File: src/sv/tsr_pkg.sv
// Shared types and constants for the three-subset rank/unrank block.
package tsr_pkg;

	// Fixed field widths
	localparam int IDX_W = 28;
	localparam int VAL_W = 10;
	localparam int CMD_W = 2;
	localparam int STAT_W = 2;

	// Shared multiplier and its helpers
	localparam int MUL_W = 32;
	localparam int PROD_W = 2 * MUL_W;
	// Compare target: six times the largest index
	localparam int TGT_W = 31;
	// Exact division by three uses the inverse of 3 modulo 2^INV_W
	localparam int INV_W = 30;
	localparam logic [INV_W-1:0] INV3 = 30'h2AAA_AAAB;

	// Command codes
	localparam logic [CMD_W-1:0] CMD_INDEX = 2'd0;
	localparam logic [CMD_W-1:0] CMD_SUBSET = 2'd1;
	localparam logic [CMD_W-1:0] CMD_PART = 2'd2;
	localparam logic [CMD_W-1:0] CMD_UNUSED = 2'd3;

	// Status codes
	localparam logic [STAT_W-1:0] STAT_OK = 2'd0;
	localparam logic [STAT_W-1:0] STAT_ORDER = 2'd1;
	localparam logic [STAT_W-1:0] STAT_RANGE = 2'd2;

	typedef struct packed {
		logic [CMD_W-1:0] cmd;
		logic [IDX_W-1:0] index_in;
		logic [VAL_W-1:0] value_hi;
		logic [VAL_W-1:0] value_mid;
		logic [VAL_W-1:0] value_lo;
	} tsr_item_t;

	typedef struct packed {
		logic [IDX_W-1:0] index_out;
		logic [VAL_W-1:0] set_hi;
		logic [VAL_W-1:0] set_mid;
		logic [VAL_W-1:0] set_lo;
		logic [VAL_W-1:0] part_hi;
		logic [VAL_W-1:0] part_mid;
		logic [VAL_W-1:0] part_lo;
		logic [STAT_W-1:0] status;
	} tsr_result_t;

endpackage

File: src/sv/tsr_mul.sv
// Shared registered multiplier used by the rank/unrank sequencer.
module tsr_mul
	import tsr_pkg::*;
(
	input  logic              clk,
	input  logic              en,
	input  logic [MUL_W-1:0]  a,
	input  logic [MUL_W-1:0]  b,
	output logic [PROD_W-1:0] prod
);

	logic [PROD_W-1:0] prod_q;
	logic [PROD_W-1:0] prod_d;

	// full-width product of the two operands
	assign prod_d = PROD_W'(a) * PROD_W'(b);

	always_ff @(posedge clk) begin
		if (en) begin
			prod_q <= prod_d;
		end
	end

	assign prod = prod_q;

endmodule

File: src/sv/three_subset_rank_unrank.sv
// Top level: rank/unrank of 3-subsets in the combinatorial number system.
// Converts one beat between index, 3-subset and 3-part partition forms.
// A beat is taken when start is high and busy is low; busy then stays high until
// the result has been produced, and each result appears for exactly one cycle
// with done high, so the receiver must take it in that cycle. Unranking (cmd 0)
// runs two binary searches on a single shared multiplier: each cubic search
// step passes through ST_SRCH, ST_MUL2 and ST_CMP, each quadratic step through
// ST_SRCH and ST_CMP, and each search takes ELEMENT_BITS - 1 or ELEMENT_BITS
// steps depending on the path. Ranking (cmd 1 and 2) steps through ST_BIN1,
// ST_BIN2, ST_BIN3, ST_ACC3, ST_BIN1 and ST_ACC2. A beat is only taken while
// busy is low, so no new beat enters before the last is converted. Beats
// rejected on order or range, and the unused command, give their result the
// cycle after and leave busy low.
module three_subset_rank_unrank
	import tsr_pkg::*;
#(
	parameter int ELEMENT_BITS = 10
) (
	input  logic        clk,
	input  logic        arst_n,
	input  logic        start,
	input  tsr_item_t   item,
	output logic        busy,
	output logic        done,
	output tsr_result_t result
);

	localparam int EB = ELEMENT_BITS;
	// subset register width: room for a partition part plus two
	localparam int SW = (ELEMENT_BITS > VAL_W + 1) ? ELEMENT_BITS : VAL_W + 1;
	localparam logic [63:0] ELEM_LIMIT = 64'd1 << ELEMENT_BITS;
	localparam logic [63:0] IDX_LIMIT =
		(ELEM_LIMIT * (ELEM_LIMIT - 64'd1) * (ELEM_LIMIT - 64'd2)) / 64'd6;

	typedef enum logic [3:0] {
		ST_IDLE,
		ST_SRCH,
		ST_MUL2,
		ST_CMP,
		ST_BIN1,
		ST_BIN2,
		ST_BIN3,
		ST_ACC3,
		ST_ACC2
	} state_t;

	state_t            state_q;
	logic [EB-1:0]     lo_q;
	logic [EB-1:0]     hi_q;
	logic [EB-1:0]     mid_q;
	logic              big_q;
	logic              dig3_q;
	logic              rank_q;
	logic [SW-1:0]     s0_q;
	logic [SW-1:0]     s1_q;
	logic [SW-1:0]     s2_q;
	logic [IDX_W-1:0]  acc_q;
	logic [IDX_W-1:0]  idx_q;
	logic [TGT_W-1:0]  tgt_q;
	logic              done_q;
	tsr_result_t       result_q;

	logic [EB:0]       span;
	logic [EB-1:0]     mid;
	logic [EB-1:0]     mid_m1;
	logic [EB-1:0]     midq_m1;
	logic [EB-1:0]     midq_m2;
	logic [SW-1:0]     mul_c;
	logic [SW-1:0]     mul_c_m1;
	logic [SW-1:0]     s0_m2;
	logic [SW-1:0]     s1_m1;
	logic [SW-1:0]     s2_fin;
	logic [MUL_W-1:0]  mul_a;
	logic [MUL_W-1:0]  mul_b;
	logic              mul_en;
	logic [PROD_W-1:0] prod;
	logic [IDX_W-1:0]  addend;
	logic [IDX_W-1:0]  acc_nxt;
	logic              le;
	logic              ord_sub;
	logic              ord_part;
	logic [VAL_W:0]    a_p2;
	logic [VAL_W:0]    b_p1;
	logic [STAT_W-1:0] start_stat;
	logic [TGT_W-1:0]  idx6;

	// binary search midpoint: lo + ceil((hi - lo) / 2)
	assign span = {1'b0, hi_q} - {1'b0, lo_q} + (EB+1)'(1);
	assign mid = lo_q + span[EB:1];
	assign mid_m1 = mid - EB'(1);
	assign midq_m1 = mid_q - EB'(1);
	assign midq_m2 = mid_q - EB'(2);

	// operand of the exact binomial steps
	assign mul_c = dig3_q ? s0_q : s1_q;
	assign mul_c_m1 = mul_c - SW'(1);
	assign s0_m2 = s0_q - SW'(2);
	assign s1_m1 = s1_q - SW'(1);

	// multiplier operand select per sequencer step
	always_comb begin
		mul_a = '0;
		mul_b = '0;
		case (state_q)
			ST_SRCH: begin
				mul_a = MUL_W'(mid);
				mul_b = MUL_W'(mid_m1);
			end
			ST_MUL2: begin
				mul_a = prod[MUL_W-1:0];
				mul_b = MUL_W'(midq_m2);
			end
			ST_BIN1: begin
				mul_a = MUL_W'(mul_c);
				mul_b = MUL_W'(mul_c_m1);
			end
			ST_BIN2: begin
				mul_a = prod[MUL_W-1:0];
				mul_b = MUL_W'(s0_m2);
			end
			ST_BIN3: begin
				// c(c-1)(c-2)/2 times the inverse of 3 gives C(c,3) exactly
				mul_a = MUL_W'(prod[INV_W:1]);
				mul_b = MUL_W'(INV3);
			end
			default: begin
				mul_a = '0;
				mul_b = '0;
			end
		endcase
	end

	assign mul_en = (state_q != ST_IDLE);

	tsr_mul u_mul (
		.clk  (clk),
		.en   (mul_en),
		.a    (mul_a),
		.b    (mul_b),
		.prod (prod)
	);

	// index accumulator: C(c,3) after the cubic step, C(c,2) after the quadratic
	assign addend = (state_q == ST_ACC3) ? prod[IDX_W-1:0] : prod[IDX_W:1];
	assign acc_nxt = rank_q ? (acc_q + addend) : (acc_q - addend);

	// search compare against the scaled remainder
	assign le = !big_q && (prod <= PROD_W'(tgt_q));

	assign s2_fin = rank_q ? s2_q : acc_nxt[SW-1:0];

	// order and range checks on the incoming beat
	assign ord_sub = (item.value_hi > item.value_mid) && (item.value_mid > item.value_lo);
	assign ord_part = (item.value_hi >= item.value_mid) && (item.value_mid >= item.value_lo);
	assign a_p2 = {1'b0, item.value_hi} + (VAL_W+1)'(2);
	assign b_p1 = {1'b0, item.value_mid} + (VAL_W+1)'(1);
	assign idx6 = TGT_W'({item.index_in, 2'b00}) + TGT_W'({item.index_in, 1'b0});

	always_comb begin
		case (item.cmd)
			CMD_INDEX: begin
				start_stat = (64'(item.index_in) >= IDX_LIMIT) ? STAT_RANGE : STAT_OK;
			end
			CMD_SUBSET: begin
				if (!ord_sub) start_stat = STAT_ORDER;
				else if (64'(item.value_hi) >= ELEM_LIMIT) start_stat = STAT_RANGE;
				else start_stat = STAT_OK;
			end
			CMD_PART: begin
				if (!ord_part) start_stat = STAT_ORDER;
				else if (64'(a_p2) >= ELEM_LIMIT) start_stat = STAT_RANGE;
				else start_stat = STAT_OK;
			end
			default: begin
				start_stat = STAT_RANGE;
			end
		endcase
	end

	// sequencer, datapath registers and registered result
	always_ff @(posedge clk or negedge arst_n) begin
		if (!arst_n) begin
			state_q <= ST_IDLE;
			done_q <= 1'b0;
		end else begin
			// strobe on a rejected beat at rest or on the last conversion step
			done_q <= (state_q == ST_ACC2) ||
				((state_q == ST_IDLE) && start && (start_stat != STAT_OK));
			case (state_q)
				ST_IDLE: begin
					if (start) begin
						if (start_stat != STAT_OK) begin
							result_q.index_out <= '0;
							result_q.set_hi <= '0;
							result_q.set_mid <= '0;
							result_q.set_lo <= '0;
							result_q.part_hi <= '0;
							result_q.part_mid <= '0;
							result_q.part_lo <= '0;
							result_q.status <= start_stat;
						end else if (item.cmd == CMD_INDEX) begin
							idx_q <= item.index_in;
							acc_q <= item.index_in;
							tgt_q <= idx6;
							lo_q <= EB'(2);
							hi_q <= '1;
							dig3_q <= 1'b1;
							rank_q <= 1'b0;
							state_q <= ST_SRCH;
						end else begin
							if (item.cmd == CMD_SUBSET) begin
								s0_q <= SW'(item.value_hi);
								s1_q <= SW'(item.value_mid);
							end else begin
								s0_q <= SW'(a_p2);
								s1_q <= SW'(b_p1);
							end
							s2_q <= SW'(item.value_lo);
							acc_q <= IDX_W'(item.value_lo);
							dig3_q <= 1'b1;
							rank_q <= 1'b1;
							state_q <= ST_BIN1;
						end
					end
				end
				ST_SRCH: begin
					big_q <= 1'b0;
					if (lo_q == hi_q) begin
						if (dig3_q) s0_q <= SW'(lo_q);
						else s1_q <= SW'(lo_q);
						state_q <= ST_BIN1;
					end else begin
						mid_q <= mid;
						state_q <= dig3_q ? ST_MUL2 : ST_CMP;
					end
				end
				ST_MUL2: begin
					// c(c-1) beyond 32 bits means C(c,3) is far above any index
					big_q <= (prod[PROD_W-1:MUL_W] != '0);
					state_q <= ST_CMP;
				end
				ST_CMP: begin
					if (le) lo_q <= mid_q;
					else hi_q <= midq_m1;
					state_q <= ST_SRCH;
				end
				ST_BIN1: begin
					state_q <= dig3_q ? ST_BIN2 : ST_ACC2;
				end
				ST_BIN2: begin
					state_q <= ST_BIN3;
				end
				ST_BIN3: begin
					state_q <= ST_ACC3;
				end
				ST_ACC3: begin
					acc_q <= acc_nxt;
					dig3_q <= 1'b0;
					if (rank_q) begin
						state_q <= ST_BIN1;
					end else begin
						lo_q <= EB'(1);
						hi_q <= '1;
						tgt_q <= TGT_W'({acc_nxt, 1'b0});
						state_q <= ST_SRCH;
					end
				end
				ST_ACC2: begin
					result_q.index_out <= rank_q ? acc_nxt : idx_q;
					result_q.set_hi <= s0_q[VAL_W-1:0];
					result_q.set_mid <= s1_q[VAL_W-1:0];
					result_q.set_lo <= s2_fin[VAL_W-1:0];
					result_q.part_hi <= s0_m2[VAL_W-1:0];
					result_q.part_mid <= s1_m1[VAL_W-1:0];
					result_q.part_lo <= s2_fin[VAL_W-1:0];
					result_q.status <= STAT_OK;
					state_q <= ST_IDLE;
				end
				default: begin
					state_q <= ST_IDLE;
				end
			endcase
		end
	end

	assign busy = (state_q != ST_IDLE);
	assign done = done_q;
	assign result = result_q;

	// a result only appears once the sequencer is back at rest
	a_done_idle: assert property (@(posedge clk) disable iff (!arst_n)
		done |-> !busy)
		else $error("result strobe while sequencer busy");

	// rejected beats carry all-zero forms
	a_err_zero: assert property (@(posedge clk) disable iff (!arst_n)
		(done && result.status != STAT_OK) |->
		(result.index_out == '0 && result.set_hi == '0 && result.part_hi == '0))
		else $error("nonzero fields on rejected beat");

	// search window never inverts
	a_window: assert property (@(posedge clk) disable iff (!arst_n)
		(state_q == ST_SRCH) |-> (lo_q <= hi_q))
		else $error("search window inverted");

	// unused command is answered in the next cycle with a range status
	a_unused: assert property (@(posedge clk) disable iff (!arst_n)
		(start && !busy && item.cmd == CMD_UNUSED) |=>
		(done && result.status == STAT_RANGE))
		else $error("unused command not rejected");

	// every busy period ends with a result
	a_end_done: assert property (@(posedge clk) disable iff (!arst_n)
		$fell(busy) |-> done)
		else $error("busy dropped without a result");

endmodule

File: config.mk
export PLATFORM = sky130hd
export DESIGN_NAME = three_subset_rank_unrank
export DESIGN_NICKNAME = d
export VERILOG_FILES = /design/src/sv/tsr_pkg.sv /design/src/sv/tsr_mul.sv /design/src/sv/three_subset_rank_unrank.sv
export SDC_FILE = /design/constraint.sdc
export NUM_CORES = 2
export LEC_CHECK = 0
export ABC_AREA = 0
export ABC_CLOCK_PERIOD_IN_PS = 41600
export BUFFER_PORTS_ARGS = -buffer_cell sky130_fd_sc_hd__buf_2
export CORE_ASPECT_RATIO = 0.6
export CORE_MARGIN = 2
export CORE_UTILIZATION = 55
export DETAILED_ROUTE_END_ITERATION = 8
export HOLD_SLACK_MARGIN = 0.15
export MAX_ROUTING_LAYER = met4
export PLACE_DENSITY = 0.68
export SYNTH_ARGS = -nofsm -noshare
export SYNTH_HDL_FRONTEND = slang
export SYNTH_SLANG_ARGS = --single-unit
export TNS_END_PERCENT = 30
File: constraint.sdc
create_clock -name clk -period 41.6 [get_ports clk]
set_input_delay 2.08 -clock clk [delete_from_list [all_inputs] [get_ports clk]]
set_output_delay 2.08 -clock clk [all_outputs]
set_load 0.01 [all_outputs]
Word-level counts from Yosys, hierarchy flattened

Cells that the tools add are included.

Bits in registers: 311
Word-level logic and storage cells: 164
Output and inout bits: 92

Bitwise operators: 3
Multiplexer cells: 63
Multipliers: 1
Eq/ne operators: 22
$lt $le $gt $ge: 7
Reductions and logical operators: 31
$add $sub $neg: 14

Operators with widths:

| cell                    | count |
|---|---|
| $mux W90                | 2 |
| $pmux W90 S2            | 1 |
| $mux W28                | 6 |
| $pmux W30 S5            | 1 |
| $mux W11                | 13 |
| $pmux W32 S4            | 1 |
| $mux W31                | 4 |
| $mux W10                | 11 |
| $le A64 B31 Y1          | 1 |
| $mul A32 B30 Y62        | 1 |
| $pmux W31 S2            | 1 |
| $pmux W10 S3            | 2 |
| $pmux W28 S2            | 1 |
| $pmux W11 S2            | 2 |
| $pmux W4 S8             | 1 |
| $reduce_bool A32 Y1     | 1 |
| $add A30 B29 Y31        | 1 |
| $sub A10 B1 Y10 const B | 3 |
| $add A28 B28 Y28        | 1 |
| $ge A28 B28 Y1 const B  | 1 |
| $reduce_and A7 Y1       | 4 |
| $sub A28 B28 Y28        | 1 |
| $ge A10 B10 Y1          | 2 |
| $gt A10 B10 Y1          | 2 |
| 39 further kinds        | 77 |

Longest topological paths before layout

Depth after elaboration: 9
Depth in mapped cells: 49
Mapped depth without buffers: 48

Modules after synthesis

From an unflattened synthesis, not the netlist that was laid out.

Cells, all modules: 5763
Area total of the unflattened synthesis: 53362.4 um^2

By module, submodules not included:

| module                   | times used | area an instance (um^2) | sequential area each (um^2) | cells each |
|---|---|---|---|---|
| tsr_mul                  | 1          | 35457.8                 | 1921.8                      | 3838 |
| three_subset_rank_unrank | 1          | 17904.7                 | 7031.7                      | 1925 |

Worst setup path before layout

No wires, ideal clock.

Path kind: input to register
Start: input item[13] (netlist name)
End: register result_q (netlist bit result[0]) (enable)
Stages on the path: 12
Path buffers: 0
Path slack: 24.571 ns
Setup time: 0.939 ns
Arrival time: 16.091 ns
Data required time: 40.661 ns
Path through: inv_1 > ha_1 > a21o_1 > a21o_1 > a21oi_1 > o211ai_1 > or2_2 > a221oi_1 > o21ai_0 > o21ai_0 > nand2_1 > a2111oi_0

Cells in the longest elaborated chain, start to end: 7
Elaborated cells between the ends (all ways): 12
Classes of those cells: order compare: 4; eq/ne: 1; mux: 3; reduce/logical: 4

RTL lines:

| what                                             | line                                                             | text |
|---|---|---|
| from (decl)                                      | three_subset_rank_unrank.sv:22                                   | `input tsr_item_t item,` |
| $ge A10 B10 Y1 or $gt A10 B10 Y1 (tied branches) | three_subset_rank_unrank.sv:154, three_subset_rank_unrank.sv:153 |  |
| $logic_and A1 B1 Y1 (on tied branches)           | three_subset_rank_unrank.sv:154, three_subset_rank_unrank.sv:153 |  |
| $mux W2 or $mux W1 (tied branches)               | three_subset_rank_unrank.sv:170, three_subset_rank_unrank.sv:165 |  |
| $pmux W2 S3 (*)                                  | three_subset_rank_unrank.sv:160                                  | `case (item.cmd)` |
| $reduce_bool A2 Y1 (*)                           | three_subset_rank_unrank.sv:192                                  | `if (start_stat != STAT_OK) begin` |
| $ne A2 B1 Y1 (no line) (*)                       | n/a                                                              |  |
| $reduce_and A4 Y1 (no line) (*)                  | n/a                                                              |  |
| to (decl)                                        | three_subset_rank_unrank.sv:61                                   | `tsr_result_t result_q;` |

Mark *: on every way between the ends. The rest lies on a longest branch, timed or not.
A chain may end at the register's enable or synchronous reset.

Worst setup path after layout

Start: register lo_q[1]
End: register u_mul.prod_q[56], in the netlist u_mul.prod[56] (data pin)

Cells in the longest elaborated chain, start to end: 6
Elaborated cells between the ends (all ways): 7
Classes of those cells: add/sub: 4; mul: 1; mux: 2

RTL lines:

| what                   | line                            | text |
|---|---|---|
| from (decl)            | three_subset_rank_unrank.sv:48  | `logic [EB-1:0] lo_q;` |
| from (signal assigned) | three_subset_rank_unrank.sv:243 | `if (le) lo_q <= mid_q;` |
| $sub A10 B10 Y11       | three_subset_rank_unrank.sv:88  | `assign span = {1'b0, hi_q} - {1'b0, lo_q} + (EB+1)'(1);` |
| $add A11 B1 Y11        | three_subset_rank_unrank.sv:88  |  |
| $add A10 B10 Y10 (*)   | three_subset_rank_unrank.sv:89  | `assign mid = lo_q + span[EB:1];` |
| net mid[6]             | three_subset_rank_unrank.sv:64  | `logic [EB-1:0] mid;` |
| $sub A10 B1 Y10        | three_subset_rank_unrank.sv:90  | `assign mid_m1 = mid - EB'(1);` |
| $pmux W30 S5           | three_subset_rank_unrank.sv:104 | `case (state_q)` |
| $mul A32 B30 Y62 (*)   | tsr_mul.sv:16                   | `assign prod_d = PROD_W'(a) * PROD_W'(b);` |
| net u_mul.prod_d[56]   | tsr_mul.sv:13                   | `logic [PROD_W-1:0] prod_d;` |
| to (signal assigned)   | tsr_mul.sv:20                   | `prod_q <= prod_d;` |
| to (decl)              | tsr_mul.sv:12                   | `logic [PROD_W-1:0] prod_q;` |

Mark *: on every way through the listed nets, which the timed path passes. The rest lies on a longest branch.

==> key figures <==
Yosys
  – Top cell type's share of synthesized area: 0.264
  – Synth area leaders: fa_1, edfxtp_1, ha_1
  – Synth Register Bits: 297
  – Post-synthesis cell count: 4454
  – Mean Syn Cell Area: 9.41 µm²
  – Ys async rst share: 0.0168
  – Leading area contributor after synthesis: fa_1
  – Primary FF master, synth: edfxtp_1
  – Post-synth EDFFs: 292
  – Mapped Area: 0.0419 mm²
  – Register area share after synthesis: 0.212
  – Yosys warning total: 0
  – Yosys cell types: 87

Place
  – DP Wirelength: 104000 µm
  – Post-DP Area: 0.0438 mm²
  – Number of buffers added on ports: 154
  – Gpl congestion: 1.02
  – Dpl cells: 5497

Timing
  – Slew Limit Fails: 0
  – Worst Skew: 39.2 ps
  – Worst Tran Pin Value: 1370 ps
  – Count of final hold-check violations: 0
  – Max_slew headroom: 0.0736
  – Max Freq: 78.0 MHz
  – Minimum clock period: 12830 ps
  – Unrepaired setup endpoints after global routing: false
  – Hold Slack: 562 ps
  – Final setup viols: 0
  – Final period utilization: 0.308
  – TNS Setup: 0 ps

Clocking
  – TritonCTS Sinks: 297
  – CTS tree: yes
  – Num CTS Buffers: 30
  – Worst-Skew Late Latency: 650 ps
  – H-Tree Depth: 1
  – Clk slew on worst S/H paths: 70 ps
  – CTS Hold Bufs: 0
  – Root Driver: clkbuf_16
  – Max clock buf depth: 3
  – Cells resized by post-CTS repair: 0
  – Post-CTS Setup Repair Bufs: 0

Global routing
  – Initial antenna violation count: 1
  – Global-route wire length before repair: 194000 µm
  – GRT Overall Usage: 0.338
  – Vias in the first global route: 31300
  – Grt total ovfl: 0
  – Pin count of the biggest net entering global routing: 80

Final layout
  – Fillers: 6669
  – Share of layout cells above drive strength 1: 0.0655
  – Area Growth Syn to Fin: 6.62%
  – Design area: 0.0447 mm²
  – Fin cells: 5552
  – Ant. Diodes: 0
  – Nets: 5650

Floorplanning
  – Die W: 360 µm
  – Die height: 218 µm
  – Initial Utilization: 0.555
  – Die Area: 0.0785 mm²
  – Top-Level Pins: 155
  – Rows: 78
  – Core ar.: 0.0755 mm²

Setup path
  – CP Max Fanout: 18
  – Worst path required time: 41990 ps
  – Critical path capture point type: flop
  – CP Launch Type: flop
  – Critical path class: flop to flop
  – CP arrival: 13210 ps
  – Slowest stage delay, CP: 760 ps
  – Most used cell, CP: fa_1
  – Critical-path top delay cell: o21ai_2

Detailed routing
  – First-iteration detailed-routing DRC count: 3582
  – Detailed Routing Iterations Pass 1: 6
  – Post-route DRC: 0
  – Vias: 32200
  – Detailed-route wire length per cell: 22.7 µm
  – Final wirelength: 126000 µm
  – Vias per cell: 5.80
  – ANT nets after route: 0

Outcome
  – Status: completed

Flow run
  – Max-cap violations: 0

Min path
  – Worst Hold Class: flop to flop
## worst paths after layout
kind | from | endpoint | slack [ps] | depth (start not counted)
max | lo_q[1] | u_mul.prod[56] | 28770 | 38
min | idx_q[3] | result[65] | 560 | 2
max reg2reg | lo_q[1] | u_mul.prod[56] | 28770 | 38
min reg2reg | idx_q[3] | result[65] | 560 | 2
max in group asynchronous | arst_n | state_q[3] | 40090 | 1
min in group asynchronous | arst_n | done | 1320 | 1
## final cells by class
type	instances	area, µm²	share of cell area
Tap cell	1000	1250	0.0280
Timing Repair Buffer	194	1070	0.0240
Clock buffer	32	758	0.0170
Multi-Input combinational cell	3159	29400	0.657
Inverter	847	3180	0.0711
Clock inverter	23	189	0.00423
Sequential cell	297	8890	0.199
## stage by stage
step / setup slack, ps / utilization
CTS: 29000 / 0.592
global placement: 29310 / 0.579
finish: 28770 / 0.592
floorplan: 24570 / -
global route: 28090 / 0.592
detailed placement: 29030 / 0.579
## sequential cells by signal, indices dropped and copies added, names as in the netlist
register,flops
acc_q,28
big_q,1
dig3_q,1
done,1
hi_q,10
idx_q,28
lo_q,10
mid_q,10
rank_q,1
result,79
s0_q,11
s1_q,11
s2_q,10
state_q,4
tgt_q,30
u_mul.prod,62
## critical path, delay by kind of cell (launching register included)
kind / cells / cell delay [ps]
flops: 1 / 490
simple gates: 6 / 1840
fa+ha+maj: 13 / 5780
compound gates: 10 / 3640
xor+xnor: 3 / 460
buf+inv: 6 / 370
## cell usage in the layout, fill, tap and decap left out, types with 43 or more instances in the layout
cell type,count
inv_1,845
buf_2,154
nor3_1,62
o21ai_0,139
xor2_1,65
mux2i_1,55
ha_1,505
nor2b_1,50
nand2_1,464
a21o_1,86
edfxtp_1,292
fa_1,553
nor2_1,306
a21oi_1,207
nand3_1,58
xnor2_1,118
and2_1,43
## cell families after synthesis
| family | after synthesis | share of synthesized area |
|---|---|---|
| buffers and inverters | 1009 | 0.0916 |
| muxes | 58 | 0.0139 |
| DFF | 297 | 0.212 |
| other | 2 | 0.000179 |
| adders and majority gates | 1058 | 0.415 |
| AOI/OAI and AO/OA | 661 | 0.0994 |
| and+or+nand+nor | 1185 | 0.129 |
| xor gates and xnor gates | 184 | 0.0388 |
## cells in the mapped netlist, drive strengths merged (23+ instances only)
cell type / count
a211oi: 27
a21o: 86
a21oi: 207
a31oi: 31
and2: 43
buf: 27
clkbuf: 135
edfxtp: 292
fa: 553
ha: 505
inv: 846
mux2i: 55
nand2: 466
nand2b: 34
nand3: 58
nand4: 39
nor2: 310
nor2b: 50
nor3: 67
o21ai: 143
or3: 23
xnor2: 118
xor2: 65
## per-layer routing
layer,part of all wire,up-vias,global-route usage,wire length [µm]
li1,-,14700,-,-
met1,0.48,15700,0.523,59800
met2,0.35,1708,0.391,44000
met3,0.16,106,0.162,20500
met4,0.013,0,0.0413,1650
met5,0,-,-,0
Power is left out: the tool's default activity adds up to more than one toggle a clock period on the data nets, which glitch-free logic cannot reach.
